### src/stok_pkg.sv
package stok_pkg;

	localparam int MAX_TOKEN_LEN = 63;
	localparam int LEN_W = $clog2(MAX_TOKEN_LEN + 1);

	// Result queue depth; a power of two so the pointers wrap on their own.
	localparam int QUEUE_DEPTH = 4;
	localparam int PTR_W = $clog2(QUEUE_DEPTH);
	localparam int CNT_W = $clog2(QUEUE_DEPTH + 1);

	localparam logic [7:0] CH_NL     = 8'h0A;
	localparam logic [7:0] CH_SPACE  = 8'h20;
	localparam logic [7:0] CH_DQUOTE = 8'h22;
	localparam logic [7:0] CH_SQUOTE = 8'h27;
	localparam logic [7:0] CH_LPAREN = 8'h28;
	localparam logic [7:0] CH_RPAREN = 8'h29;
	localparam logic [7:0] CH_COMMA  = 8'h2C;
	localparam logic [7:0] CH_SLASH  = 8'h2F;
	localparam logic [7:0] CH_LBRACE = 8'h7B;
	localparam logic [7:0] CH_RBRACE = 8'h7D;
	localparam logic [7:0] CH_HIGH   = 8'h80;

	typedef enum logic [1:0] {
		KIND_WORD  = 2'd0,
		KIND_QUOTE = 2'd1,
		KIND_PUNCT = 2'd2
	} kind_t;

	typedef enum logic [4:0] {
		MODE_IDLE    = 5'b00001,
		MODE_SLASH   = 5'b00010,
		MODE_COMMENT = 5'b00100,
		MODE_QUOTE   = 5'b01000,
		MODE_WORD    = 5'b10000
	} mode_t;

	typedef struct packed {
		logic [7:0] tok_char;
		logic       tok_last;
		logic       tok_empty;
		kind_t      tok_kind;
		logic       tok_truncated;
	} tok_t;

	// Results of one step: the second one is only used when the first is.
	typedef struct packed {
		logic v0;
		tok_t r0;
		logic v1;
		tok_t r1;
	} res_pair_t;

	function automatic logic is_punct(input logic [7:0] b);
		return (b == CH_LBRACE) || (b == CH_RBRACE) || (b == CH_LPAREN) ||
			(b == CH_RPAREN) || (b == CH_SQUOTE) || (b == CH_COMMA);
	endfunction

	function automatic logic is_space(input logic [7:0] b);
		return (b <= CH_SPACE) || (b >= CH_HIGH);
	endfunction

endpackage

### src/stok_in_if.sv
interface stok_in_if;
	logic       valid;
	logic       ready;
	logic [7:0] in_byte;

	modport source (output valid, output in_byte, input ready);
	modport sink (input valid, input in_byte, output ready);
endinterface

### src/stok_out_if.sv
interface stok_out_if;
	logic       valid;
	logic       ready;
	logic [7:0] tok_char;
	logic       tok_last;
	logic       tok_empty;
	logic [1:0] tok_kind;
	logic       tok_truncated;

	modport source (output valid, output tok_char, output tok_last, output tok_empty,
		output tok_kind, output tok_truncated, input ready);
	modport sink (input valid, input tok_char, input tok_last, input tok_empty,
		input tok_kind, input tok_truncated, output ready);
endinterface

### src/stok_step.sv
module stok_step (
	input  logic                clk,
	input  logic                arst_n,
	input  logic                fire,
	input  logic [7:0]          in_byte,
	output stok_pkg::res_pair_t res
);
	import stok_pkg::*;

	mode_t            mode_q, mode_d;
	logic [7:0]       held_q, held_d;
	logic             hvalid_q, hvalid_d;
	logic [LEN_W-1:0] len_q, len_d;
	logic             ovf_q, ovf_d;

	// Token state as seen by this byte, after a lone slash has become a word.
	logic [7:0]       e_held;
	logic             e_valid;
	logic [LEN_W-1:0] e_len;
	logic             e_ovf;

	logic  do_append, do_finish, do_punct;
	kind_t kind;

	always_comb begin
		e_held    = held_q;
		e_valid   = hvalid_q;
		e_len     = len_q;
		e_ovf     = ovf_q;
		mode_d    = mode_q;
		do_append = 1'b0;
		do_finish = 1'b0;
		do_punct  = 1'b0;
		kind      = KIND_WORD;

		unique case (mode_q)
			MODE_IDLE: begin
				if (!is_space(in_byte)) begin
					if (in_byte == CH_SLASH) begin
						mode_d = MODE_SLASH;
					end else if (in_byte == CH_DQUOTE) begin
						mode_d = MODE_QUOTE;
					end else if (is_punct(in_byte)) begin
						do_punct = 1'b1;
					end else begin
						mode_d    = MODE_WORD;
						do_append = 1'b1;
					end
				end
			end
			MODE_SLASH: begin
				if (in_byte == CH_SLASH) begin
					mode_d = MODE_COMMENT;
				end else begin
					mode_d  = MODE_WORD;
					e_held  = CH_SLASH;
					e_valid = 1'b1;
					e_len   = LEN_W'(1);
					e_ovf   = 1'b0;
					if (is_punct(in_byte)) begin
						do_finish = 1'b1;
						do_punct  = 1'b1;
					end else if (is_space(in_byte)) begin
						do_finish = 1'b1;
					end else begin
						do_append = 1'b1;
					end
				end
			end
			MODE_COMMENT: begin
				if (in_byte == 8'h00 || in_byte == CH_NL) begin
					mode_d = MODE_IDLE;
				end
			end
			MODE_QUOTE: begin
				kind = KIND_QUOTE;
				if (in_byte == CH_DQUOTE || in_byte == 8'h00) begin
					do_finish = 1'b1;
				end else begin
					do_append = 1'b1;
				end
			end
			MODE_WORD: begin
				if (is_punct(in_byte)) begin
					do_finish = 1'b1;
					do_punct  = 1'b1;
				end else if (is_space(in_byte)) begin
					do_finish = 1'b1;
				end else begin
					do_append = 1'b1;
				end
			end
			default: begin
				mode_d = MODE_IDLE;
			end
		endcase
	end

	always_comb begin
		held_d   = e_held;
		hvalid_d = e_valid;
		len_d    = e_len;
		ovf_d    = e_ovf;
		res      = '0;

		if (do_append) begin
			if (!e_valid) begin
				held_d   = in_byte;
				hvalid_d = 1'b1;
				len_d    = LEN_W'(1);
			end else if (e_len >= LEN_W'(MAX_TOKEN_LEN)) begin
				ovf_d = 1'b1;
			end else begin
				res.v0          = 1'b1;
				res.r0.tok_char = e_held;
				res.r0.tok_kind = kind;
				held_d          = in_byte;
				len_d           = e_len + LEN_W'(1);
			end
		end

		if (do_finish) begin
			res.v0 = 1'b1;
			if (e_valid) begin
				res.r0.tok_char      = e_held;
				res.r0.tok_truncated = e_ovf;
			end else begin
				res.r0.tok_empty = 1'b1;
			end
			res.r0.tok_last = 1'b1;
			res.r0.tok_kind = kind;
			held_d   = 8'h00;
			hvalid_d = 1'b0;
			len_d    = '0;
			ovf_d    = 1'b0;
		end

		// A punctuation token follows the word it closes, or stands alone.
		if (do_punct) begin
			if (do_finish) begin
				res.v1          = 1'b1;
				res.r1.tok_char = in_byte;
				res.r1.tok_last = 1'b1;
				res.r1.tok_kind = KIND_PUNCT;
			end else begin
				res.v0          = 1'b1;
				res.r0.tok_char = in_byte;
				res.r0.tok_last = 1'b1;
				res.r0.tok_kind = KIND_PUNCT;
			end
		end

		if (do_finish || mode_d == MODE_IDLE) begin
			// Any return to idle leaves a clean token state.
			held_d   = 8'h00;
			hvalid_d = 1'b0;
			len_d    = '0;
			ovf_d    = 1'b0;
		end
	end

	always_ff @(posedge clk or negedge arst_n) begin
		if (!arst_n) begin
			mode_q   <= MODE_IDLE;
			held_q   <= 8'h00;
			hvalid_q <= 1'b0;
			len_q    <= '0;
			ovf_q    <= 1'b0;
		end else if (fire) begin
			mode_q   <= do_finish ? MODE_IDLE : mode_d;
			held_q   <= held_d;
			hvalid_q <= hvalid_d;
			len_q    <= len_d;
			ovf_q    <= ovf_d;
		end
	end

endmodule

### src/stok_queue.sv
module stok_queue (
	input  logic                clk,
	input  logic                arst_n,
	input  logic                fire,
	input  stok_pkg::res_pair_t res,
	output logic                room,
	stok_out_if.source          dst
);
	import stok_pkg::*;

	tok_t             entry_q [QUEUE_DEPTH];
	logic [PTR_W-1:0] wr_q, rd_q;
	logic [CNT_W-1:0] count_q;
	logic             push0, push1, pop;
	tok_t             head;

	assign push0 = fire && res.v0;
	assign push1 = fire && res.v1;
	assign pop   = dst.valid && dst.ready;

	// Room for the two results that a single byte may produce.
	assign room = (count_q <= CNT_W'(QUEUE_DEPTH - 2));

	assign head              = entry_q[rd_q];
	assign dst.valid         = (count_q != '0);
	assign dst.tok_char      = head.tok_char;
	assign dst.tok_last      = head.tok_last;
	assign dst.tok_empty     = head.tok_empty;
	assign dst.tok_kind      = head.tok_kind;
	assign dst.tok_truncated = head.tok_truncated;

	always_ff @(posedge clk) begin
		if (push0) begin
			entry_q[wr_q] <= res.r0;
		end
		if (push1) begin
			entry_q[wr_q + PTR_W'(1)] <= res.r1;
		end
	end

	always_ff @(posedge clk or negedge arst_n) begin
		if (!arst_n) begin
			wr_q    <= '0;
			rd_q    <= '0;
			count_q <= '0;
		end else begin
			wr_q    <= wr_q + PTR_W'(push0) + PTR_W'(push1);
			rd_q    <= rd_q + PTR_W'(pop);
			count_q <= count_q + CNT_W'(push0) + CNT_W'(push1) - CNT_W'(pop);
		end
	end

endmodule

### src/script_tokenizer.sv
// A result is registered into the result queue when the byte that releases it is accepted.
// Throughput: one text byte per cycle while the result queue has room for two results.
// A byte that closes a word on punctuation yields two results; the four-entry result queue
// drains one per cycle while the consumer is ready, and input is held off while fewer than
// two entries are free. Reset clears the scan state and empties the result queue at once.
module script_tokenizer (
	input  logic       clk,
	input  logic       arst_n,
	stok_in_if.sink    text,
	stok_out_if.source token
);
	import stok_pkg::*;

	logic      room;
	logic      fire;
	res_pair_t res;

	assign text.ready = room;
	assign fire       = text.valid && room;

	stok_step u_step (
		.clk     (clk),
		.arst_n  (arst_n),
		.fire    (fire),
		.in_byte (text.in_byte),
		.res     (res)
	);

	stok_queue u_queue (
		.clk    (clk),
		.arst_n (arst_n),
		.fire   (fire),
		.res    (res),
		.room   (room),
		.dst    (token)
	);

endmodule
### src/flat_wrapper.sv
// flat-port wrapper written by rule: the top's interface ports become plain ports
module script_tokenizer_flat import stok_pkg::*;
  (clk, arst_n, text_valid, text_in_byte, text_ready, token_valid, token_tok_char, token_tok_last, token_tok_empty, token_tok_kind, token_tok_truncated, token_ready);
  stok_in_if text_i ();
  stok_out_if token_i ();
  input  logic clk;
  input  logic arst_n;
  input wire logic [$bits(text_i.valid)-1:0] text_valid;
  input wire logic [$bits(text_i.in_byte)-1:0] text_in_byte;
  output wire logic [$bits(text_i.ready)-1:0] text_ready;
  output wire logic [$bits(token_i.valid)-1:0] token_valid;
  output wire logic [$bits(token_i.tok_char)-1:0] token_tok_char;
  output wire logic [$bits(token_i.tok_last)-1:0] token_tok_last;
  output wire logic [$bits(token_i.tok_empty)-1:0] token_tok_empty;
  output wire logic [$bits(token_i.tok_kind)-1:0] token_tok_kind;
  output wire logic [$bits(token_i.tok_truncated)-1:0] token_tok_truncated;
  input wire logic [$bits(token_i.ready)-1:0] token_ready;
  assign text_i.valid = text_valid;
  assign text_i.in_byte = text_in_byte;
  assign text_ready = text_i.ready;
  assign token_valid = token_i.valid;
  assign token_tok_char = token_i.tok_char;
  assign token_tok_last = token_i.tok_last;
  assign token_tok_empty = token_i.tok_empty;
  assign token_tok_kind = token_i.tok_kind;
  assign token_tok_truncated = token_i.tok_truncated;
  assign token_i.ready = token_ready;
  script_tokenizer u_core (.clk(clk), .arst_n(arst_n), .text(text_i), .token(token_i));
endmodule
### config.mk
export PLATFORM = sky130hd
export DESIGN_NAME = script_tokenizer_flat
export DESIGN_NICKNAME = d
export VERILOG_FILES = /design/src/stok_pkg.sv /design/src/stok_in_if.sv /design/src/stok_out_if.sv /design/src/stok_step.sv /design/src/stok_queue.sv /design/src/script_tokenizer.sv /design/src/flat_wrapper.sv
export SDC_FILE = /design/constraint.sdc
export NUM_CORES = 1
export LEC_CHECK = 0
export ABC_CLOCK_PERIOD_IN_PS = 4700
export BUFFER_PORTS_ARGS = -buffer_cell sky130_fd_sc_hd__buf_4
export CAP_MARGIN = 20
export CORE_MARGIN = 5
export CORE_UTILIZATION = 60
export DETAILED_ROUTE_END_ITERATION = 12
export PLACE_DENSITY = 0.79
export SLEW_MARGIN = 20
export SYNTH_ARGS = -nofsm -noshare
export SYNTH_HDL_FRONTEND = slang
export SYNTH_HIERARCHICAL = 1
export SYNTH_SLANG_ARGS = --single-unit
### constraint.sdc
create_clock -name clk -period 4.7 [get_ports clk]
set_input_delay 0.94 -clock clk [delete_from_list [all_inputs] [get_ports clk]]
set_output_delay 0.94 -clock clk [all_outputs]
set_load 0.01 [all_outputs]
After elaboration in Yosys (flattened, before gate mapping)
Memory sizes are Yosys's and may differ from the RTL's.
Cells that the tools add are included.
- bits in registers: 28
- latch bits: 0
- bits in writable memories: 52
- bits in read-only memories: 0
- output and inout bits: 15
- memories: 1
- add/subtract/negate cells: 8
- $mul: 0
- divide/modulo/power cells: 0
- order comparisons: 4
- eq/ne operators: 15
- shift-type cells: 0
- muxes and demuxes: 77
- bitwise operators: 0
- reductions and logical operators: 16
- memory list (name ; depth ; width ; rd ports ; clocked after Yosys merged registers in ; wr ports ; RTL line ; RTL):
    u_core.u_queue.entry_q ; 4 ; 13 ; 1 ; 0 ; 2 ; stok_queue.sv:11 ; tok_t entry_q [QUEUE_DEPTH];
- operators by type and width (operator ; number):
    8-bit two-way mux ; 8
    8-bit by 6-bit == test with 1-bit output, second input constant ; 6
    6-bit two-way mux ; 7
    10-bit two-way mux ; 4
    1-bit two-way mux ; 36
    5-bit two-way mux ; 7
    9-bit two-way mux ; 3
    5-bit one-hot mux with 4 select lines ; 1
    8-bit by 7-bit == test with 1-bit output, second input constant ; 2
    14-bit two-way mux ; 1
    2-bit two-way mux ; 7
    5-bit by 1-bit == test with 1-bit output, second input constant ; 2
    1-bit logical OR ; 9
    8-bit by 4-bit == test with 1-bit output, second input constant ; 1
    8-bit greater-or-equal comparator, second input constant ; 1
    8-bit by 6-bit <= comparator with 1-bit output, second input constant ; 1
    8-bit zero test ; 1
    2-bit by 1-bit adder with 2-bit output ; 3
    3-bit by 1-bit adder with 3-bit output ; 2
    6-bit by 1-bit adder with 6-bit output, second input constant ; 1
    6-bit greater-or-equal comparator, second input constant ; 1
    1-bit one-hot mux with 3 select lines ; 2
    5-bit by 2-bit == test with 1-bit output, second input constant ; 1
    5-bit by 3-bit == test with 1-bit output, second input constant ; 1
    9 further kinds ; 12

Depth between registers and ports, before layout
Gate-level depths: netlist of run 1.
- depth after elaboration: 20
- mapped depth: 19
- mapped depth without buffers: 17

Cells and area by module
The synthesis of run 1 kept the hierarchy.
- by module, submodules not included (module ; instances ; cells an instance ; area each (µm²)):
    stok_queue ; 1 ; 166 ; 2947.8
    stok_step ; 1 ; 250 ; 1903.1
    script_tokenizer ; 1 ; 1 ; 6.3

Least setup slack after synthesis of run 1
Ideal clock, no wire load.
- kind: input to register
- start: input text_in_byte[6]
- end: memory u_core/u_queue/entry_q[0][0] in the netlist's numbering, enable pin
- arrival: 4579 ps
- data required time: 4297 ps
- setup slack: -282 ps
- stages on the path: 15
- buffers on the path: 2
- cells stage by stage: buf_2 -> nor4b_4 -> and3_1 -> or2_2 -> clkbuf_1 -> nand2b_1 -> ha_1 -> and3_1 -> nand3_1 -> nor2_1 -> nor2_1 -> o21ai_1 -> nand3_1 -> or3b_2 -> a21boi_0
- RTL lines (what ; RTL line ; RTL):
    start, declared ; flat_wrapper.sv:9 ; input wire logic [$bits(text_i.in_byte)-1:0] text_in_byte;
    end, declared ; stok_queue.sv:11 ;

==> results of run 1 <==
-- flip-flops by register name, indices dropped and copies added (netlist names) --
name	count
u_core/u_queue/entry_q	52
u_core/u_queue/count_q	3
u_core/u_step/held_q	8
u_core/u_step/mode_q	5
u_core/u_step/ovf_q	1
u_core/u_step/len_q	6
u_core/u_queue/wr_q	2
u_core/u_step/hvalid_q	1
u_core/u_queue/rd_q	2
-- cell usage after synthesis (3+ instances only) --
cell,n,area [um^2]
xnor2_1,3,26.3
o21ai_0,22,110
fa_1,3,60.1
and2_1,11,68.8
nand2b_1,5,31.3
mux2_2,52,586
a21boi_0,3,22.5
a22o_1,8,70.1
nand2_1,41,154
buf_4,8,60.1
a211oi_1,3,22.5
clkbuf_1,8,30.0
xor2_1,5,43.8
and3_1,6,37.5
nand3_1,10,50.1
nor3b_1,5,37.5
nor2_1,14,52.6
buf_2,17,85.1
or3_1,3,18.8
o21ai_1,4,20.0
nor3_1,6,30.0
mux4_2,13,293
ha_1,4,50.1
inv_1,10,37.5
dfrtp_1,27,676
nor4bb_1,3,30.0
a21oi_1,10,50.1
edfxtp_1,52,1560
nor2b_1,5,31.3
-- power by group through the flow --
stage | registers, mW | clock network [mW] | logic (mW)
after detailed placement | 1.00 | 0 | 0.770
final | 0.986 | 0.480 | 0.770
after floorplan | 0.898 | 0 | 0.639
after global routing | 1.01 | 0.525 | 0.848
after CTS | 0.989 | 0.490 | 0.773
after global placement | 1.00 | 0 | 0.748
-- routing by layer --
metal,share of wire [%],GRT usage [%],up-vias
met5,0,0,-
met4,2.2,9.22,0
met3,5.4,2.78,21
met2,49,37.4,138
met1,43,30.1,1676
li1,-,-,1608
-- critical path: stages --
cell	delay [ns]
buf_4	0.15
and3_1	0.20
and3_1	0.25
or2_2	0.36
and2_1	0.17
ha_1	0.21
and3_1	0.20
nand3_1	0.10
nor2_1	0.07
nor2_1	0.13
o21ai_1	0.12
nand3_1	0.18
nand2_1	0.10
ha_1	0.32
inv_1	0.04
fa_1	0.37
fa_1	0.39
xnor2_1	0.14
-- worst max-delay path by stage --
stage,start,depth (start not counted),endpoint
after floorplan,text_in_byte[6],15,u_core/u_queue/entry_q[1][0]
after global placement,text_in_byte[2],18,u_core/u_queue/count_q[2]
after detailed placement,text_in_byte[2],18,u_core/u_queue/count_q[2]
after CTS,text_in_byte[2],18,u_core/u_queue/count_q[2]
after global routing,text_in_byte[2],18,u_core/u_queue/count_q[2]
final,text_in_byte[2],18,u_core/u_queue/count_q[2]
-- cells by family (layout without fill, tap and decap cells) --
family	Yosys count	count (layout)	synth area share [%]
and+or+nand+nor	132	132	15.5
AOI/OAI and AO/OA	78	78	11.0
buffers and inverters	45	69	4.84
other	1	4	0.0772
muxes	66	66	18.3
adders and majority gates	7	7	2.27
xor gates and xnor gates	8	8	1.44
DFF	80	80	46.6
-- metrics by stage --
stage	utilization [%]	area (um^2)	setup slack [ns]	std cells	hold WS, ns
global placement	65.8	5140	0.276	530	0.479
floorplan	-	4870	0.0601	420	0.458
global route	68.2	5320	0.267	546	0.502
detailed placement	65.8	5140	0.128	530	0.496
finish	68.2	5320	0.490	546	0.487
CTS	68.2	5320	0.502	546	0.487
-- layout make-up --
cell class	count	area, um^2	area share [%]
Clock buffer	9	124	2.33
Clock inverter	7	61.3	1.15
Inverter	10	37.5	0.705
Multi-Input combinational cell	295	2370	44.6
Sequential cell	80	2260	42.5
Tap cell	102	128	2.40
Timing Repair Buffer	43	335	6.30
==> results.py, run 1 <==
metrics = {
    "pwr": {
        "p_int_mw": 1.43,
        "switching_power_uw": 804,
        "clock_power_share_pct": 21.5,
        "power_mw": 2.24,
        "p_seq_share_pct": 44.1,
        "ir_drop_mv": 0.335,
        "powerDensity_nw_per_um2": 420,
        "comb_power_share_pct": 34.4,
        "p_leak_nw": 2.10,
        "swShare_pct": 35.9,
    },
    "logic_synthesis": {
        "ys.flop_type": "edfxtp_1",
        "avgSynthCellArea_um2": 11.6,
        "ys_async_sr_fraction_pct": 35.0,
        "syn_area_um2": 4860,
        "syn-instance-count": 417,
        "ys_ff_latch": 80,
        "synth_cell_type_count": 71,
        "yosysSeqAreaShare_pct": 46.6,
        "synth_edf_count": 52,
        "ys.warnings.count": 6,
    },
    "timing": {
        "tns_ns": 0,
        "finalSetupViolations": 0,
        "slew_headroom_pct": 38.7,
        "max_freq_mhz": 238,
        "tightestPinTransition_ns": 0.920,
        "grt_setup_unrepaired": "false",
        "finalCritPeriodShare_pct": 89.6,
        "final_hold_viol_count": 0,
        "drv_slew": 0,
        "clock_skew_ns": 0.00963,
        "layout_min_cycle_time_ns": 4.21,
    },
    "setup_path": {
        "start_kind": "primary input",
        "cp.required_ns": 4.95,
        "crit_type": "primary input to register",
        "reg2regPathDepth": 17,
        "cp_max_fo": 12,
        "r2r_start": "u_core/u_step/mode_q[2]",
        "rrSetupSlack_ns": 0.78,
        "critPathCaptureType": "register",
        "crit_arrival_ns": 4.46,
        "r2r-end": "u_core/u_queue/count_q[2]",
    },
    "layout": {
        "layout_common_cells": "52 x mux2_2, 52 x edfxtp_1, 42 x buf_4",
        "final_layout_size_suffix_gt1_share_pct": 31.3,
        "antenna_cells": 0,
        "nets": 458,
        "fillers": 575,
        "area_growth_pct": 9.61,
    },
    "cts": {
        "cts_tree": "built",
        "cts_resized": 0,
        "clkTransAtPathRegs_ns": 0.09,
        "cts_buffers": 9,
        "clk_path_buf_depth": 2,
        "root_buffer": "clkbuf_8",
        "post_cts_buffers": 0,
        "cts_hold_buf": 0,
        "clock-sinks": 80,
        "clk_latency_ns": 0.36,
        "h-tree-depth": 3,
    },
    "die": {
        "fp.coreArea_um2": 7810,
        "die_w_um": 100,
        "dieArea_um2": 10000,
        "start_util_pct": 62.2,
        "io_pins": 27,
        "dieHeight_um": 100,
        "num_rows": 32,
    },
    "global_routing": {
        "antenna_found_initial": 0,
        "grt_overflow_total": 0,
        "grt_pass1_wl_um": 17600,
        "track_usage_pct": 22.5,
        "grt_pass1_vias": 3441,
        "grt_max_degree": 31,
    },
    "run_status": {
        "status": "finished, final reports clean",
    },
    "route": {
        "drt-total-wl_um": 10600,
        "wl_per_cell_um": 19.4,
        "ant_nets": 0,
        "vias": 3443,
        "drt-pass1-iter-count": 7,
        "avgViaCountPerCell": 6.31,
        "drt_iter0_drc": 289,
        "remaining_drc_errors": 0,
    },
    "hold_path": {
        "hold_class": "primary input to asynchronous set/reset pin",
    },
    "place": {
        "place_congestion": 0.924,
        "hpwl_um": 7520,
        "io_buffers": 26,
    },
    "flow_run": {
        "drv_cap": 0,
    },
}
Note: power is estimated with default switching activity, not from simulation.
==> inputs of run 2 (changes only) <==
ABC_AREA = 1   (was default)
PLACE_DENSITY = 0.78   (was 0.79)
==> run 2 against run 1 <==
Final cell count up 55%. Largest power group is now combinational logic. Non-clock buffer count down 10. Register-to-register slack better by 0.38 ns. Synthesized cell count up 73%. Sequential share of layout area down 2.4 points. Power up 19%. First-iteration DRC count up 54%. Highest routed layer unchanged. Count of clock-buffer cells in the layout up 1.
==> results.py, run 2 <==
metrics = {
    "pwr": {
        "switching_power_mw": 1.08,
        "p_leak_nw": 2.90,
        "comb_power_share_pct": 41.7,
        "ir_drop_mv": 0.273,
        "swShare_pct": 40.5,
        "powerDensity_nw_per_um2": 470,
        "power_mw": 2.65,
        "p_int_mw": 1.58,
        "p_seq_share_pct": 35.4,
        "clock_power_share_pct": 23.0,
    },
    "route": {
        "avgViaCountPerCell": 5.58,
        "remaining_drc_errors": 0,
        "drt_iter0_drc": 445,
        "top_layer_used": "met4",
        "drt-total-wl_um": 12700,
        "wl_per_cell_um": 15.1,
        "met2_wirelength_um": 6200,
        "dr_wl_met3_um": 1070,
        "ant_nets": 0,
        "vias": 4712,
        "wl_met1_um": 5230,
        "drt-pass1-iter-count": 5,
    },
    "timing": {
        "clock_skew_ns": 0.00812,
        "layout_min_cycle_time_ns": 3.91,
        "final_hold_viol_count": 0,
        "max_freq_mhz": 256,
        "drv_slew": 0,
        "tns_ns": 0,
        "tightestPinTransition_ns": 0.742,
        "finalSetupViolations": 0,
        "setup_ws_ns": 0.793,
        "slew_headroom_pct": 50.3,
        "finalCritPeriodShare_pct": 83.1,
        "grt_setup_unrepaired": "false",
    },
    "logic_synthesis": {
        "synth_top_area_share_pct": 29.7,
        "ys_ff_latch": 80,
        "yosysTopAreaCell": "edfxtp_1",
        "synth_edf_count": 52,
        "avgSynthCellArea_um2": 7.30,
        "synthTopCellsByCount": "294 x nand2_1, 89 x inv_1, 84 x nand3_1",
        "syn_area_um2": 5260,
        "synth_most_common_cell": "nand2_1",
        "yosys-top-cells-area": "edfxtp_1 30%, nand2_1 21%, dfrtp_1 13%",
        "synth_cell_type_count": 38,
        "ys_async_sr_fraction_pct": 35.0,
        "ys.flop_type": "edfxtp_1",
        "syn-instance-count": 721,
        "ys.warnings.count": 6,
        "yosysSeqAreaShare_pct": 43.0,
    },
    "setup_path": {
        "start_kind": "primary input",
        "cp.required_ns": 4.94,
        "crit_arrival_ns": 4.15,
        "max_stage_delay_ns": 0.40,
        "cp_max_fo": 14,
        "crit_type": "primary input to register",
        "critPathCaptureType": "register",
        "cp_num_buf_inv": 4,
        "slowest_stage": "fa_1",
        "worst_path_dominant_cell_family": "simple AND/OR/NAND/NOR gates",
        "cpMostUsedCell": "nand2_1",
        "path_cells": "buf_4, inv_1, nand2_1, nor2_2, nand2_2, nand2_4, inv_1, nor2_1, ha_1, nand2_1, nor2_2, nand2_2, a31oi_4, nand2_1, nand2_1, ha_1, inv_1, fa_1, fa_1, xnor2_1",
    },
    "layout": {
        "final_layout_size_suffix_gt1_share_pct": 11.8,
        "largest_reg_flops": 52,
        "regMostFlops": "u_core/u_queue/entry_q",
        "top_regs": "u_core/u_queue/entry_q (52), u_core/u_step/held_q (8), u_core/u_step/len_q (6)",
        "nets": 751,
        "area_growth_pct": 7.35,
        "antenna_cells": 0,
        "layout_commonest_cell": "nand2_1",
        "layout_common_cells": "294 x nand2_1, 89 x inv_1, 84 x nand3_1",
    },
    "die": {
        "dieArea_um2": 10700,
        "io_pins": 27,
        "die_w_um": 104,
        "fp.coreArea_um2": 8640,
        "start_util_pct": 60.9,
        "num_rows": 34,
        "dieHeight_um": 104,
    },
    "place": {
        "hpwl_um": 8900,
        "post-place-ws_ns": 0.447,
        "io_buffers": 26,
        "place_congestion": 0.890,
    },
    "cts": {
        "clkTransAtPathRegs_ns": 0.09,
        "cts_hold_buf": 0,
        "h-tree-depth": 3,
        "cts_resized": 0,
        "root_buffer": "clkbuf_8",
        "cts_tree": "built",
        "post_cts_buffers": 0,
        "clk_path_buf_depth": 2,
        "cts_buffers": 9,
        "clk_latency_ns": 0.36,
        "clock-sinks": 80,
    },
    "global_routing": {
        "antenna_found_initial": 0,
        "track_usage_pct": 23.6,
        "grt_pass1_wl_um": 21200,
        "grt_max_degree": 29,
        "grt_pass1_vias": 4506,
        "grt_overflow_total": 0,
    },
    "hold_path": {
        "hold_class": "primary input to asynchronous set/reset pin",
    },
    "flow_run": {
        "drv_cap": 0,
    },
    "run_status": {
        "status": "finished, final reports clean",
    },
}
-- run 2: changes by cell type in the layout (fill, tap and decap cells not counted), moves of 7 or more --
| cell | delta |
|---|---|
| a21oi_1 | -8 |
| a22o_1 | -8 |
| and2_1 | -11 |
| buf_4 | -9 |
| inv_1 | +79 |
| mux2_2 | -52 |
| mux4_2 | -13 |
| nand2_1 | +253 |
| nand2_2 | +10 |
| nand3_1 | +74 |
| nor2_1 | +19 |
| o21ai_0 | -10 |
| o22ai_1 | +7 |
-- run 2: power groups by stage --
stage,clock network (mW),logic (mW),registers (mW)
5_1_grt,0.640,1.24,0.950
3_3_place_gp,0,1.07,0.949
4_1_cts,0.615,1.11,0.939
6_report,0.609,1.11,0.939
2_1_floorplan,0,0.815,0.919
3_5_place_dp,0,1.10,0.954
-- run 2: logic make-up (layout without fill, tap and decap cells) --
kind of cell / after synthesis / count (layout) / synth area share, %
other: 1 / 4 / 0.0713
buffers and inverters: 135 / 147 / 11.7
XOR/XNOR: 4 / 4 / 0.666
adder cells (fa/ha/maj): 7 / 7 / 2.09
flip-flops: 80 / 80 / 43.0
AO/OA/AOI/OAI: 45 / 45 / 5.97
AND/OR/NAND/NOR: 449 / 449 / 36.5
-- run 2: area by class of cell --
class | count | area [um^2]
clock buffer | 10 | 128
clock inverter | 5 | 106
fill | 713 | 2990
inverter | 99 | 372
multi-input combinational | 509 | 2390
sequential | 80 | 2260
tap | 108 | 135
timing repair buffer | 33 | 248
-- run 2: path summary, 6_finish.rpt --
check,slack [ns],startpoint,cells past startpoint,to
max,0.79,text_in_byte[4],20,u_core/u_queue/count_q[2]
min,0.49,arst_n,1,u_core/u_queue/rd_q[0]
max reg2reg,1.16,u_core/u_step/mode_q[0],18,u_core/u_queue/count_q[2]
min reg2reg,0.49,u_core/u_step/held_q[7],2,u_core/u_step/held_q[7]
max in group asynchronous,3.88,arst_n,1,u_core/u_step/mode_q[0]
min in group clk,0.49,u_core/u_step/held_q[7],2,u_core/u_step/held_q[7]
-- run 2: stage by stage --
step	cell area [um^2]	std cells	hold slack (ns)	util, %
2_1_floorplan	5270	724	0.449	-
4_1_cts	5650	844	0.486	65.4
3_5_place_dp	5410	829	0.465	62.7
6_report	5650	844	0.487	65.4
5_1_grt	5650	844	0.516	65.4
3_3_place_gp	5410	829	0.464	62.7
-- run 2: metal layers --
layer / vias to the layer above / global-route usage (%)
met1: 2159 / 30.3
met5: - / 0
li1: 2289 / -
met2: 237 / 40.9
met4: 0 / 6.94
met3: 27 / 4.04
==> inputs of run 3 (changes only) <==
ABC_CLOCK_PERIOD_IN_PS = 3800   (was 4700)
clock period = 3.8 ns   (was 4.7 ns; I/O delays follow)
==> run 3 against run 2 <==
Sequential share of layout area fell by 0.33 points. Hold slack got worse by 0.17 ns. Register-to-register slack got worse by 0.60 ns. Critical path type unchanged. Largest power group unchanged. Highest routed layer unchanged.
==> results.py, run 3 (synthesis gave the netlist of run 2 again) <==
metrics = {
    "timing": {
        "tns_ns": 0,
        "drv_slew": 0,
        "finalCritPeriodShare_pct": 86.4,
        "grt_setup_unrepaired": "false",
        "max_freq_mhz": 305,
        "slew_headroom_pct": 51.6,
        "final_hold_viol_count": 0,
        "layout_min_cycle_time_ns": 3.28,
        "whs_ns": 0.315,
        "finalSetupViolations": 0,
        "clock_skew_ns": 0.0101,
        "tightestPinTransition_ns": 0.721,
    },
    "route": {
        "vias": 4539,
        "remaining_drc_errors": 0,
        "drt-total-wl_um": 12200,
        "avgViaCountPerCell": 5.30,
        "wl_per_cell_um": 14.3,
        "ant_nets": 0,
        "drt_iter0_drc": 351,
        "drt-pass1-iter-count": 5,
    },
    "layout": {
        "nets": 762,
        "top_regs": "u_core/u_queue/entry_q (52), u_core/u_step/held_q (8), u_core/u_step/len_q (6)",
        "final_core_util_pct": 65.9,
        "layout_common_cells": "294 x nand2_1, 89 x inv_1, 84 x nand3_1",
        "largest_reg_flops": 52,
        "final_layout_size_suffix_gt1_share_pct": 13.2,
        "fin_area_um2": 5690,
        "regMostFlops": "u_core/u_queue/entry_q",
        "layout_commonest_cell": "nand2_1",
        "fillers": 773,
        "area_growth_pct": 8.25,
        "antenna_cells": 0,
    },
    "die": {
        "fp.coreArea_um2": 8640,
        "dieHeight_um": 104,
        "die_w_um": 104,
        "num_rows": 34,
        "dieArea_um2": 10700,
        "io_pins": 27,
        "start_util_pct": 60.9,
    },
    "setup_path": {
        "worst_path_dominant_cell_family": "adder cells",
        "crit_arrival_ns": 3.53,
        "cp.required_ns": 4.05,
        "cp_max_fo": 8,
        "cp_num_buf_inv": 4,
        "slowest_stage": "fa_1",
        "crit_type": "primary input to register",
        "start_kind": "primary input",
        "cpMostUsedCell": "nand2_1",
        "path_cells": "buf_4, inv_1, nand2_1, nor2_2, nand2_2, nand2_4, inv_1, nor2_1, ha_1, nand2_1, nor2_2, nand2_2, a31oi_4, nand2_1, nand2_1, ha_1, inv_1, fa_1, fa_1, xnor2_1",
        "max_stage_delay_ns": 0.39,
        "critPathCaptureType": "register",
    },
    "cts": {
        "clkTransAtPathRegs_ns": 0.08,
        "cts_buffers": 9,
        "cts_resized": 0,
        "clock-sinks": 80,
        "h-tree-depth": 3,
        "root_buffer": "clkbuf_8",
        "clk_latency_ns": 0.36,
        "cts_tree": "built",
        "cts_hold_buf": 0,
        "post_cts_buffers": 0,
        "clk_path_buf_depth": 2,
    },
    "global_routing": {
        "grt_overflow_total": 0,
        "grt_max_degree": 31,
        "grt_pass1_wl_um": 20500,
        "antenna_found_initial": 0,
        "track_usage_pct": 23.2,
        "grt_pass1_vias": 4320,
    },
    "place": {
        "io_buffers": 26,
        "place_congestion": 0.954,
        "place_area_um2": 5500,
        "hpwl_um": 8610,
    },
    "pwr": {
        "p_seq_share_pct": 35.4,
        "switching_power_mw": 1.33,
        "swShare_pct": 41.7,
        "comb_power_share_pct": 44.5,
        "clock_power_share_pct": 20.1,
        "ir_drop_mv": 0.295,
        "powerDensity_nw_per_um2": 561,
        "p_leak_nw": 2.93,
        "p_int_mw": 1.86,
    },
    "flow_run": {
        "drv_cap": 0,
    },
    "run_status": {
        "status": "finished, final reports clean",
    },
    "hold_path": {
        "hold_class": "primary input to asynchronous set/reset pin",
    },
}
## run 3: through the flow
stage | power [mW] | instances | worst slack [ns]
after floorplan | 2.14 | 724 | 0.102
after global placement | 2.53 | 840 | 0.229
after detailed placement | 2.57 | 840 | 0.131
after CTS | 3.21 | 856 | 0.512
after global routing | 3.43 | 856 | 0.287
final | 3.19 | 856 | 0.517
## run 3: final cells by class
cell class | count | area [um^2] | share of cell area (%)
well taps | 108 | 135 | 2.37
inverters | 99 | 372 | 6.53
clock buffers | 11 | 141 | 2.48
multi-input cells | 509 | 2390 | 42.1
flip-flops and latches | 80 | 2260 | 39.7
clock inverters | 5 | 57.6 | 1.01
repair buffers | 44 | 330 | 5.80
## run 3: final timing paths
kind,from,endpoint,slack [ns],depth (start not counted)
min,arst_n,u_core/u_step/len_q[2],0.32,1
max reg2reg,u_core/u_step/mode_q[3],u_core/u_queue/count_q[2],0.56,16
min reg2reg,u_core/u_step/held_q[7],u_core/u_step/held_q[7],0.49,2
min in group clk,u_core/u_step/held_q[7],u_core/u_step/held_q[7],0.49,2
max,text_in_byte[4],u_core/u_queue/count_q[2],0.52,20
max in group asynchronous,arst_n,u_core/u_step/mode_q[0],3.18,1
## run 3: per-layer routing
layer,vias to the layer above,global-route usage (%),routed length [um]
met5,-,0,0
met4,0,6.84,169
met3,18,4.48,890
met2,172,39.3,5990
met1,2043,30.0,5180
li1,2306,-,-
## run 3: power groups by stage
| stage | combinational (mW) | clock (mW) | sequential [mW] |
|---|---|---|---|
| floorplan | 1.01 | 0 | 1.14 |
| global placement | 1.38 | 0 | 1.15 |
| detailed placement | 1.43 | 0 | 1.15 |
| CTS | 1.43 | 0.653 | 1.13 |
| global route | 1.59 | 0.698 | 1.15 |
| finish | 1.42 | 0.642 | 1.13 |
